File: config.mk
export PLATFORM = sky130hd
export DESIGN_NAME = base64_stream_encoder_core
export DESIGN_NICKNAME = d
export VERILOG_FILES = /design/src/design/b64enc_pkg.sv /design/src/design/base64_stream_encoder_core.sv /design/src/design/b64enc_front.sv /design/src/design/b64enc_queue.sv /design/src/design/b64enc_back.sv
export SDC_FILE = /design/constraint.sdc
export NUM_CORES = 1
export LEC_CHECK = 0
export BUFFER_PORTS_ARGS = -buffer_cell sky130_fd_sc_hd__buf_2
export CAP_MARGIN = 10
export CORE_MARGIN = 1
export CORE_UTILIZATION = 35
export CTS_CLUSTER_DIAMETER = 150
export DETAILED_ROUTE_END_ITERATION = 12
export PLACE_DENSITY_LB_ADDON = 0.05
export SYNTH_ARGS = -nofsm -noshare
export SYNTH_HDL_FRONTEND = slang
export SYNTH_HIERARCHICAL = 1
export SYNTH_SLANG_ARGS = --single-unit
File: constraint.sdc
create_clock -name aclk -period 3.4 [get_ports aclk]
set_input_delay 0.68 -clock aclk [delete_from_list [all_inputs] [get_ports aclk]]
set_output_delay 0.68 -clock aclk [all_outputs]
set_load 0.02 [all_outputs]
File: src/design/b64enc_pkg.sv
// Shared types, constants and the alphabet lookup for the base64 encoder.
// No dependencies.
package b64enc_pkg;

    localparam logic [6:0] PAD_CHAR = 7'd61;

    typedef struct packed {
        logic [2:0][5:0] codes;
        logic [1:0]      ncodes;
        logic [1:0]      npads;
        logic            fin;
    } job_t;

    function automatic logic [6:0] map6(input logic [5:0] v);
        logic [6:0] t;
        logic [6:0] r;
        t = {1'b0, v};
        if (v < 6'd26) begin
            r = 7'd65 + t;
        end else if (v < 6'd52) begin
            r = 7'd71 + t;
        end else if (v < 6'd62) begin
            r = t - 7'd4;
        end else if (v == 6'd62) begin
            r = 7'd43;
        end else begin
            r = 7'd47;
        end
        return r;
    endfunction

endpackage

File: src/design/base64_stream_encoder_core.sv
// Top level of the streaming base64 encoder with '=' padding.
// Instantiates b64enc_front, b64enc_queue and b64enc_back; uses b64enc_pkg.
//
//  channel | direction | handshake         | payload
//  s_      | in        | s_valid / s_ready | s_data_byte[7:0], s_final_byte
//  m_      | out       | m_valid / m_ready | m_symbol[6:0], m_item_done, m_message_done
//
// One character leaves per cycle from the output register unless m_ready stalls;
// a byte yields 1 to 4 characters, emitted in turn (4 per 3 bytes in a message,
// plus flush and pads at its end). The front takes a byte every cycle
// while the job queue (QUEUE_DEPTH entries) has room. Sync reset clears the
// residual bits, phase, queue pointers and output valid. A stall on m_ready
// fills the queue and then drops s_ready.
module base64_stream_encoder_core #(
    parameter int QUEUE_DEPTH = 2
) (
    input  logic       aclk,
    input  logic       aresetn,
    input  logic       s_valid,
    output logic       s_ready,
    input  logic [7:0] s_data_byte,
    input  logic       s_final_byte,
    output logic       m_valid,
    input  logic       m_ready,
    output logic [6:0] m_symbol,
    output logic       m_item_done,
    output logic       m_message_done
);
    import b64enc_pkg::*;

    job_t new_job;
    job_t head_job;
    logic q_empty, q_full;
    logic accept;
    logic pop;

    assign s_ready = !q_full;
    assign accept  = s_valid && s_ready;

    b64enc_front u_front (
        .aclk       (aclk),
        .aresetn    (aresetn),
        .accept     (accept),
        .data_byte  (s_data_byte),
        .final_byte (s_final_byte),
        .job        (new_job)
    );

    b64enc_queue #(
        .DEPTH (QUEUE_DEPTH)
    ) u_queue (
        .aclk    (aclk),
        .aresetn (aresetn),
        .wr_en   (accept),
        .din     (new_job),
        .rd_en   (pop),
        .dout    (head_job),
        .empty   (q_empty),
        .full    (q_full)
    );

    b64enc_back u_back (
        .aclk           (aclk),
        .aresetn        (aresetn),
        .job            (head_job),
        .job_valid      (!q_empty),
        .job_pop        (pop),
        .m_valid        (m_valid),
        .m_ready        (m_ready),
        .m_symbol       (m_symbol),
        .m_item_done    (m_item_done),
        .m_message_done (m_message_done)
    );

endmodule

File: src/design/b64enc_front.sv
// Front end: accepts bytes, holds the residual bits and the symbol phase,
// and turns each byte into a job of 6-bit codes and pad count. Uses b64enc_pkg.
module b64enc_front (
    input  logic              aclk,
    input  logic              aresetn,
    input  logic              accept,
    input  logic [7:0]        data_byte,
    input  logic              final_byte,
    output b64enc_pkg::job_t  job
);
    import b64enc_pkg::*;

    logic [3:0]  residual_bits_reg, residual_bits_next;
    logic [2:0]  residual_count_reg, residual_count_next;
    logic [1:0]  symbol_phase_reg, symbol_phase_next;
    logic [11:0] acc;
    logic [5:0]  g0, g1, flush_code;
    logic [1:0]  ndata, rem_code, ph1, ph2;
    logic [3:0]  rem_bits;
    logic        flush;

    always_comb begin
        acc = {residual_bits_reg, data_byte};
        case (residual_count_reg)
            3'd0: begin
                g0         = acc[7:2];
                g1         = '0;
                ndata      = 2'd1;
                rem_code   = 2'd1;
                rem_bits   = {2'b00, acc[1:0]};
                flush_code = {acc[1:0], 4'b0000};
            end
            3'd2: begin
                g0         = acc[9:4];
                g1         = '0;
                ndata      = 2'd1;
                rem_code   = 2'd2;
                rem_bits   = acc[3:0];
                flush_code = {acc[3:0], 2'b00};
            end
            default: begin
                g0         = acc[11:6];
                g1         = acc[5:0];
                ndata      = 2'd2;
                rem_code   = 2'd0;
                rem_bits   = 4'd0;
                flush_code = '0;
            end
        endcase

        ph1   = symbol_phase_reg + ndata;
        flush = final_byte && (rem_code != 2'd0);
        ph2   = ph1 + {1'b0, flush};

        job.codes[0] = g0;
        job.codes[1] = (ndata == 2'd2) ? g1 : flush_code;
        job.codes[2] = flush_code;
        job.ncodes   = ndata + {1'b0, flush};
        job.npads    = final_byte ? (2'd0 - ph2) : 2'd0;
        job.fin      = final_byte;

        if (final_byte) begin
            residual_bits_next  = '0;
            residual_count_next = '0;
            symbol_phase_next   = '0;
        end else begin
            residual_bits_next  = rem_bits;
            residual_count_next = {rem_code, 1'b0};
            symbol_phase_next   = ph1;
        end
    end

    always_ff @(posedge aclk) begin
        if (!aresetn) begin
            residual_bits_reg  <= '0;
            residual_count_reg <= '0;
            symbol_phase_reg   <= '0;
        end else if (accept) begin
            residual_bits_reg  <= residual_bits_next;
            residual_count_reg <= residual_count_next;
            symbol_phase_reg   <= symbol_phase_next;
        end
    end

endmodule

File: src/design/b64enc_queue.sv
// Small show-ahead job queue between the front and back ends.
// Uses b64enc_pkg for the job type.
module b64enc_queue #(
    parameter int DEPTH = 2
) (
    input  logic              aclk,
    input  logic              aresetn,
    input  logic              wr_en,
    input  b64enc_pkg::job_t  din,
    input  logic              rd_en,
    output b64enc_pkg::job_t  dout,
    output logic              empty,
    output logic              full
);
    import b64enc_pkg::*;

    localparam int PW = (DEPTH > 1) ? $clog2(DEPTH) : 1;
    localparam int CW = $clog2(DEPTH + 1);
    localparam logic [PW-1:0] LAST_PTR = PW'(DEPTH - 1);
    localparam logic [CW-1:0] FULL_CNT = CW'(DEPTH);

    job_t          mem [DEPTH];
    logic [PW-1:0] wr_ptr_reg, wr_ptr_next;
    logic [PW-1:0] rd_ptr_reg, rd_ptr_next;
    logic [CW-1:0] count_reg, count_next;
    logic          do_wr, do_rd;

    assign empty = (count_reg == '0);
    assign full  = (count_reg == FULL_CNT);
    assign dout  = mem[rd_ptr_reg];
    assign do_wr = wr_en && !full;
    assign do_rd = rd_en && !empty;

    always_comb begin
        wr_ptr_next = wr_ptr_reg;
        rd_ptr_next = rd_ptr_reg;
        count_next  = count_reg;
        if (do_wr) begin
            wr_ptr_next = (wr_ptr_reg == LAST_PTR) ? '0 : wr_ptr_reg + 1'b1;
        end
        if (do_rd) begin
            rd_ptr_next = (rd_ptr_reg == LAST_PTR) ? '0 : rd_ptr_reg + 1'b1;
        end
        if (do_wr && !do_rd) begin
            count_next = count_reg + 1'b1;
        end else if (do_rd && !do_wr) begin
            count_next = count_reg - 1'b1;
        end
    end

    always_ff @(posedge aclk) begin
        if (do_wr) begin
            mem[wr_ptr_reg] <= din;
        end
    end

    always_ff @(posedge aclk) begin
        if (!aresetn) begin
            wr_ptr_reg <= '0;
            rd_ptr_reg <= '0;
            count_reg  <= '0;
        end else begin
            wr_ptr_reg <= wr_ptr_next;
            rd_ptr_reg <= rd_ptr_next;
            count_reg  <= count_next;
        end
    end

endmodule

File: src/design/b64enc_back.sv
// Back end: steps through the head job one character per cycle into the output
// register, unless m_ready stalls. Uses b64enc_pkg for the job type, alphabet and pad code.
module b64enc_back (
    input  logic              aclk,
    input  logic              aresetn,
    input  b64enc_pkg::job_t  job,
    input  logic              job_valid,
    output logic              job_pop,
    output logic              m_valid,
    input  logic              m_ready,
    output logic [6:0]        m_symbol,
    output logic              m_item_done,
    output logic              m_message_done
);
    import b64enc_pkg::*;

    logic [2:0] idx_reg, idx_next;
    logic       m_valid_reg, m_valid_next;
    logic [6:0] m_symbol_reg;
    logic       m_item_done_reg;
    logic       m_message_done_reg;
    logic [2:0] total;
    logic       last;
    logic       load;
    logic [6:0] sym;

    always_comb begin
        total   = {1'b0, job.ncodes} + {1'b0, job.npads};
        last    = (idx_reg == total - 3'd1);
        load    = job_valid && (!m_valid_reg || m_ready);
        job_pop = load && last;
        sym     = (idx_reg < {1'b0, job.ncodes}) ? map6(job.codes[idx_reg[1:0]]) : PAD_CHAR;

        idx_next = idx_reg;
        if (load) begin
            idx_next = last ? 3'd0 : idx_reg + 3'd1;
        end

        m_valid_next = m_valid_reg;
        if (load) begin
            m_valid_next = 1'b1;
        end else if (m_ready) begin
            m_valid_next = 1'b0;
        end
    end

    always_ff @(posedge aclk) begin
        if (!aresetn) begin
            idx_reg     <= '0;
            m_valid_reg <= 1'b0;
        end else begin
            idx_reg     <= idx_next;
            m_valid_reg <= m_valid_next;
        end
    end

    always_ff @(posedge aclk) begin
        if (load) begin
            m_symbol_reg       <= sym;
            m_item_done_reg    <= last;
            m_message_done_reg <= last && job.fin;
        end
    end

    assign m_valid        = m_valid_reg;
    assign m_symbol       = m_symbol_reg;
    assign m_item_done    = m_item_done_reg;
    assign m_message_done = m_message_done_reg;

endmodule

* After elaboration in Yosys (flattened, before gate mapping)
Memory sizes are Yosys's and may differ from the RTL's. A register that Yosys moved wholly into a read port is not among the register bits. Cells that the tools add are included.
Storage, ports and cells: ROM bits 0, memories 1, word-level logic and storage cells 85, bits in writable memories 46, input port bits 13, latch bits 0, register bits after elaboration 26
Memory list:
- u_queue.mem | words 2, width 23, rd ports 1, clocked after Yosys merged registers in 1, wr ports 1, line b64enc_queue.sv:22 | job_t mem [DEPTH];
Cells by class: $add $sub $neg 14, bitwise logic cells 0, magnitude comparators 5, shift-type cells 0, div/mod/pow operators 0, reductions and logical operators 21, $mul 0, muxes and demuxes 28, eq/ne operators 5
Operator list (number):
- $pmux W6 S2 | 2
- $mux W7 | 3
- $mux W6 | 3
- $add A7 B6 Y7 const A | 2
- $bmux W6 S2 | 1
- $lt A6 B6 Y1 const B | 2
- $mux W2 | 5
- $logic_and A1 B1 Y1 | 9
- $mux W3 | 3
- $mux W1 | 8
- $pmux W4 S2 | 1
- $sub A6 B3 Y7 const B | 1
- $eq A6 B6 Y1 const B | 1
- $lt A6 B5 Y1 const B | 1
- $reduce_bool A2 Y1 | 3
- $logic_not A1 Y1 | 5
- $add A2 B1 Y2 | 2
- $eq A2 B2 Y1 const B | 2
- $mux W4 | 1
- $pmux W2 S2 | 1
- $add A2 B2 Y3 | 1
- $add A3 B1 Y3 const B | 1
- $eq A3 B2 Y1 const B | 1
- $eq A3 B3 Y1 | 1
- 12 further kinds | 13

* Depth between registers and ports, before layout
depth after elaboration 8, gate-level depth with buffers 14

* Hierarchy
Netlist, hierarchy kept.
By module, submodules not included:
- b64enc_queue | sequential area each 1481.4 µm², cells each 96, area an instance 1884.3 µm², times used 1
- b64enc_back | sequential area each 350.3 µm², cells each 127, area an instance 1253.7 µm², times used 1
- b64enc_front | sequential area each 160.2 µm², cells each 83, area an instance 648.1 µm², times used 1
- base64_stream_encoder_core | sequential area each 0.0 µm², cells each 3, area an instance 13.8 µm², times used 1

* Worst setup path before layout
OpenSTA, ideal clock, no wires.
path kind register to register, start point reg with a tool-made name, end point reg u_queue.count_reg[1], setup time 0.070 ns, slack 0.266 ns, data arrival time 3.064 ns, buffers on the path 1, required time 3.330 ns, clock period less this slack 3.134 ns, cell stages (with the launch flop) 14, path through dfxtp_1 buf_2 mux2_2 inv_1 ha_1 inv_1 ha_1 xor2_1 nor3_1 and2_1 o21ai_1 ha_1 or3_1 a21boi_1
RTL lines:
- end signal, assigned | line b64enc_queue.sv:65 | count_reg <= count_next;
- end, declared | line b64enc_queue.sv:25 | logic [CW-1:0] count_reg, count_next;

==> out/metrics.csv <==
metric,value,unit
post-layout min period,3012,ps
post-synth top area share,0.4346,
Yosys cell types,64,
Worst Setup End Kind,register,
Netlist Area Pre-Place,3800,um2
reg-to-reg endpoint,u_back/m_symbol[2],
DRT Pass-1 Iters,4,
"Seq/Total Area, Yosys",0.5242,
CTS tree,yes,
setup repair bufs after CTS,0,
Max Slew Vio Count,0,
kind of critical path,register to register,
total CTS buffers,9,
Die Span Y,106.2,um
ys async rst share,0,
Worst Skew,11.37,ps
Root Driver,clkbuf_8,
RSZ-0062 raised after global routing,false,
synth warn,6,
area of the die,11280,um2
remaining global-route overflow,0,
R2R setup slack,390,ps
I/O pin count,24,
Mapped Avg Cell Area,12.30,um2
critical path data arrival time,3110,ps
Rel. slew slack,0.3887,
Final Util,0.4168,
largest net degree at the start of global routing,30,
vias per cell,4.938,
post-synthesis instance total,309,
initial antenna violation count,0,
Lkg Pwr,1.614,nW
DR iter-0 viols,95,
Crit Path Max Fanout,9,
FILL cells,1032,
hold depth,2,
final hold slack,469.0,ps
PwrDens,859.2,nW/um2
max capacitance violation total,0,
final setup fails,0,
Hold Path Class,register to register,
share of post-route cells with drive strength above 1,0.2738,
flip-flop count of the largest register after layout,46,
clock latency on the worst-skew pair,340,ps
top_reg_cell synth,edfxtp_1,
Clock Sinks,72,
Max clock buf depth,2,
# rows,37,
post-route ant nets,0,
slew of the pin with the lowest slew margin,915.6,ps
status,finished clean,
min-delay src,u_front/residual_bits_reg[2],
CTS Hold Bufs,0,
startpoint types,register,
"Req. time, crit path",3500,ps
"top cells by area, synth","edfxtp_1 (43%), dfxtp_1 (9.0%), mux2_2 (6.8%)",
GPL Wtd Cong,0.8453,
Die Wd,106.2,um
VDD IR-drop max,0.3024,mV
R2R cell count,10,
period utilisation layout,0.8860,
Residual DRC,0,
HPWL Detailed,5193,um
clock-pin slew of the registers on the worst-case setup and hold paths,90,ps
"FF+latch count, synth",72,
Area Overhead vs Synth,14.26,%
port bufs,23,
TNS Setup,0,ps
leading area contributor after synthesis,edfxtp_1,
first-pass GRT wire length,12010,um
WL per Instance,15.08,um
vias,2385,
H-Tree Level Count,3,
Final Hold Fails,0,
Core Region,10420,um2
number of synthesized flops with an enable pin,55,
Total Wirelength,7284,um
Max Freq,332.0,MHz
Initial Utilization,0.3648,
Hold Path End,u_front/residual_bits_reg[2],
Total Routing Usage GR,0.1409,
Ant. Diodes,0,
vias in the first global route,2317,
nets,366,
==> worst max path at each step <==
stage               startpoint                    to  depth (start not counted)
global route          register    u_back/m_symbol[4]                         10
detailed placement    register    u_back/m_symbol[2]                         10
CTS                   register    u_back/m_symbol[2]                         10
finish                register    u_back/m_symbol[2]                         10
floorplan             register  u_queue/count_reg[1]                         13
global placement      register    u_back/m_symbol[2]                         10
==> power breakdown <==
group          switching [mW]  leakage [nW]  internal [mW]
clock                   0.339         0.126          0.483
sequential              0.101         0.656           1.24
combinational           0.901         0.832          0.670
==> layer usage <==
metal / global-route usage / part of all wire / up-vias / wire [um]
met5: 0 / 0 / - / 0
met4: 0.07341 / 0.015 / 0 / 109
met3: 0.02207 / 0.029 / 7 / 212
met2: 0.2147 / 0.46 / 49 / 3359
met1: 0.1927 / 0.49 / 1127 / 3602
li1: - / - / 1202 / -
==> worst max-delay path: stages (launching register included) <==
cell	delay, ps
dfxtp_2	450
buf_4	220
mux2_2	350
mux2i_1	240
o21a_2	230
inv_1	120
ha_1	230
a221o_1	330
and2_0	170
a222oi_1	330
o21ai_1	100
==> layout make-up <==
class | instances | area [um2] | area share
repair buffers | 34 | 197.7 | 0.04553
well taps | 136 | 170.2 | 0.03919
clock inverters | 5 | 83.83 | 0.01931
multi-input cells | 205 | 1659 | 0.3821
inverters | 20 | 75.07 | 0.01729
clock buffers | 11 | 162.7 | 0.03746
flip-flops and latches | 72 | 1993 | 0.4591
==> kinds of logic after synthesis <==
| kind of cell | after synthesis | share of synthesized area |
|---|---|---|
| AND/OR/NAND/NOR | 81 | 0.1284 |
| flip-flops | 72 | 0.5242 |
| AO/OA/AOI/OAI | 60 | 0.1205 |
| multiplexers | 43 | 0.1255 |
| buffers and inverters | 33 | 0.04182 |
| adder cells (fa/ha/maj) | 11 | 0.03622 |
| XOR/XNOR | 8 | 0.02239 |
| other | 1 | 0.0009869 |
==> layout by cell type, fill, tap and decap left out, types with 8 or more instances in the layout <==
cell type / n
nand2b_1: 8
o21ai_0: 12
mux2i_1: 18
dfxtp_1: 16
nor2b_1: 8
edfxtp_1: 55
buf_2: 23
ha_1: 11
inv_1: 17
clkbuf_8: 10
and2_1: 12
buf_4: 11
nand2_1: 12
nor2_1: 8
mux2_2: 23
==> stage by stage <==
step                      power (mW)  worst slack [ps]  cells  instance area, um2
after floorplan                2.512             265.6    310                3804
after global placement         2.944             351.5    467                4094
after detailed placement       2.942             226.6    467                4094
after global routing           4.000             120.2    483                4342
final                          3.730             387.7    483                4342
after CTS                      3.777             214.3    483                4340
==> cell usage after synthesis (2+ instances only) <==
cell type / instances
o21ai_0: 12
a21oi_1: 2
nand2_1: 12
mux2i_1: 18
nand3_1: 4
or3_1: 2
inv_1: 17
o21ai_1: 4
nand2b_1: 8
a31oi_1: 3
a21o_1: 3
nand4_1: 2
ha_1: 11
edfxtp_1: 55
and2_1: 12
and2b_4: 2
o21a_1: 4
buf_2: 7
inv_2: 3
nor3_1: 7
dfxtp_1: 17
a2bb2oi_2: 3
buf_4: 5
o21a_2: 2
nor3b_1: 3
nor2b_1: 8
a21boi_0: 5
nand3b_1: 3
xor2_1: 2
xnor2_1: 5
nor2_1: 8
a21boi_1: 6
mux2_2: 23
==> repair_timing <==
action | in CTS | in global routing
resized for setup | 0 | 1
setup endpoints to repair | 0 | 1
endpoints found under the hold margin | 0 | 0
No activity file was read; power rests on OpenSTA's default activity.
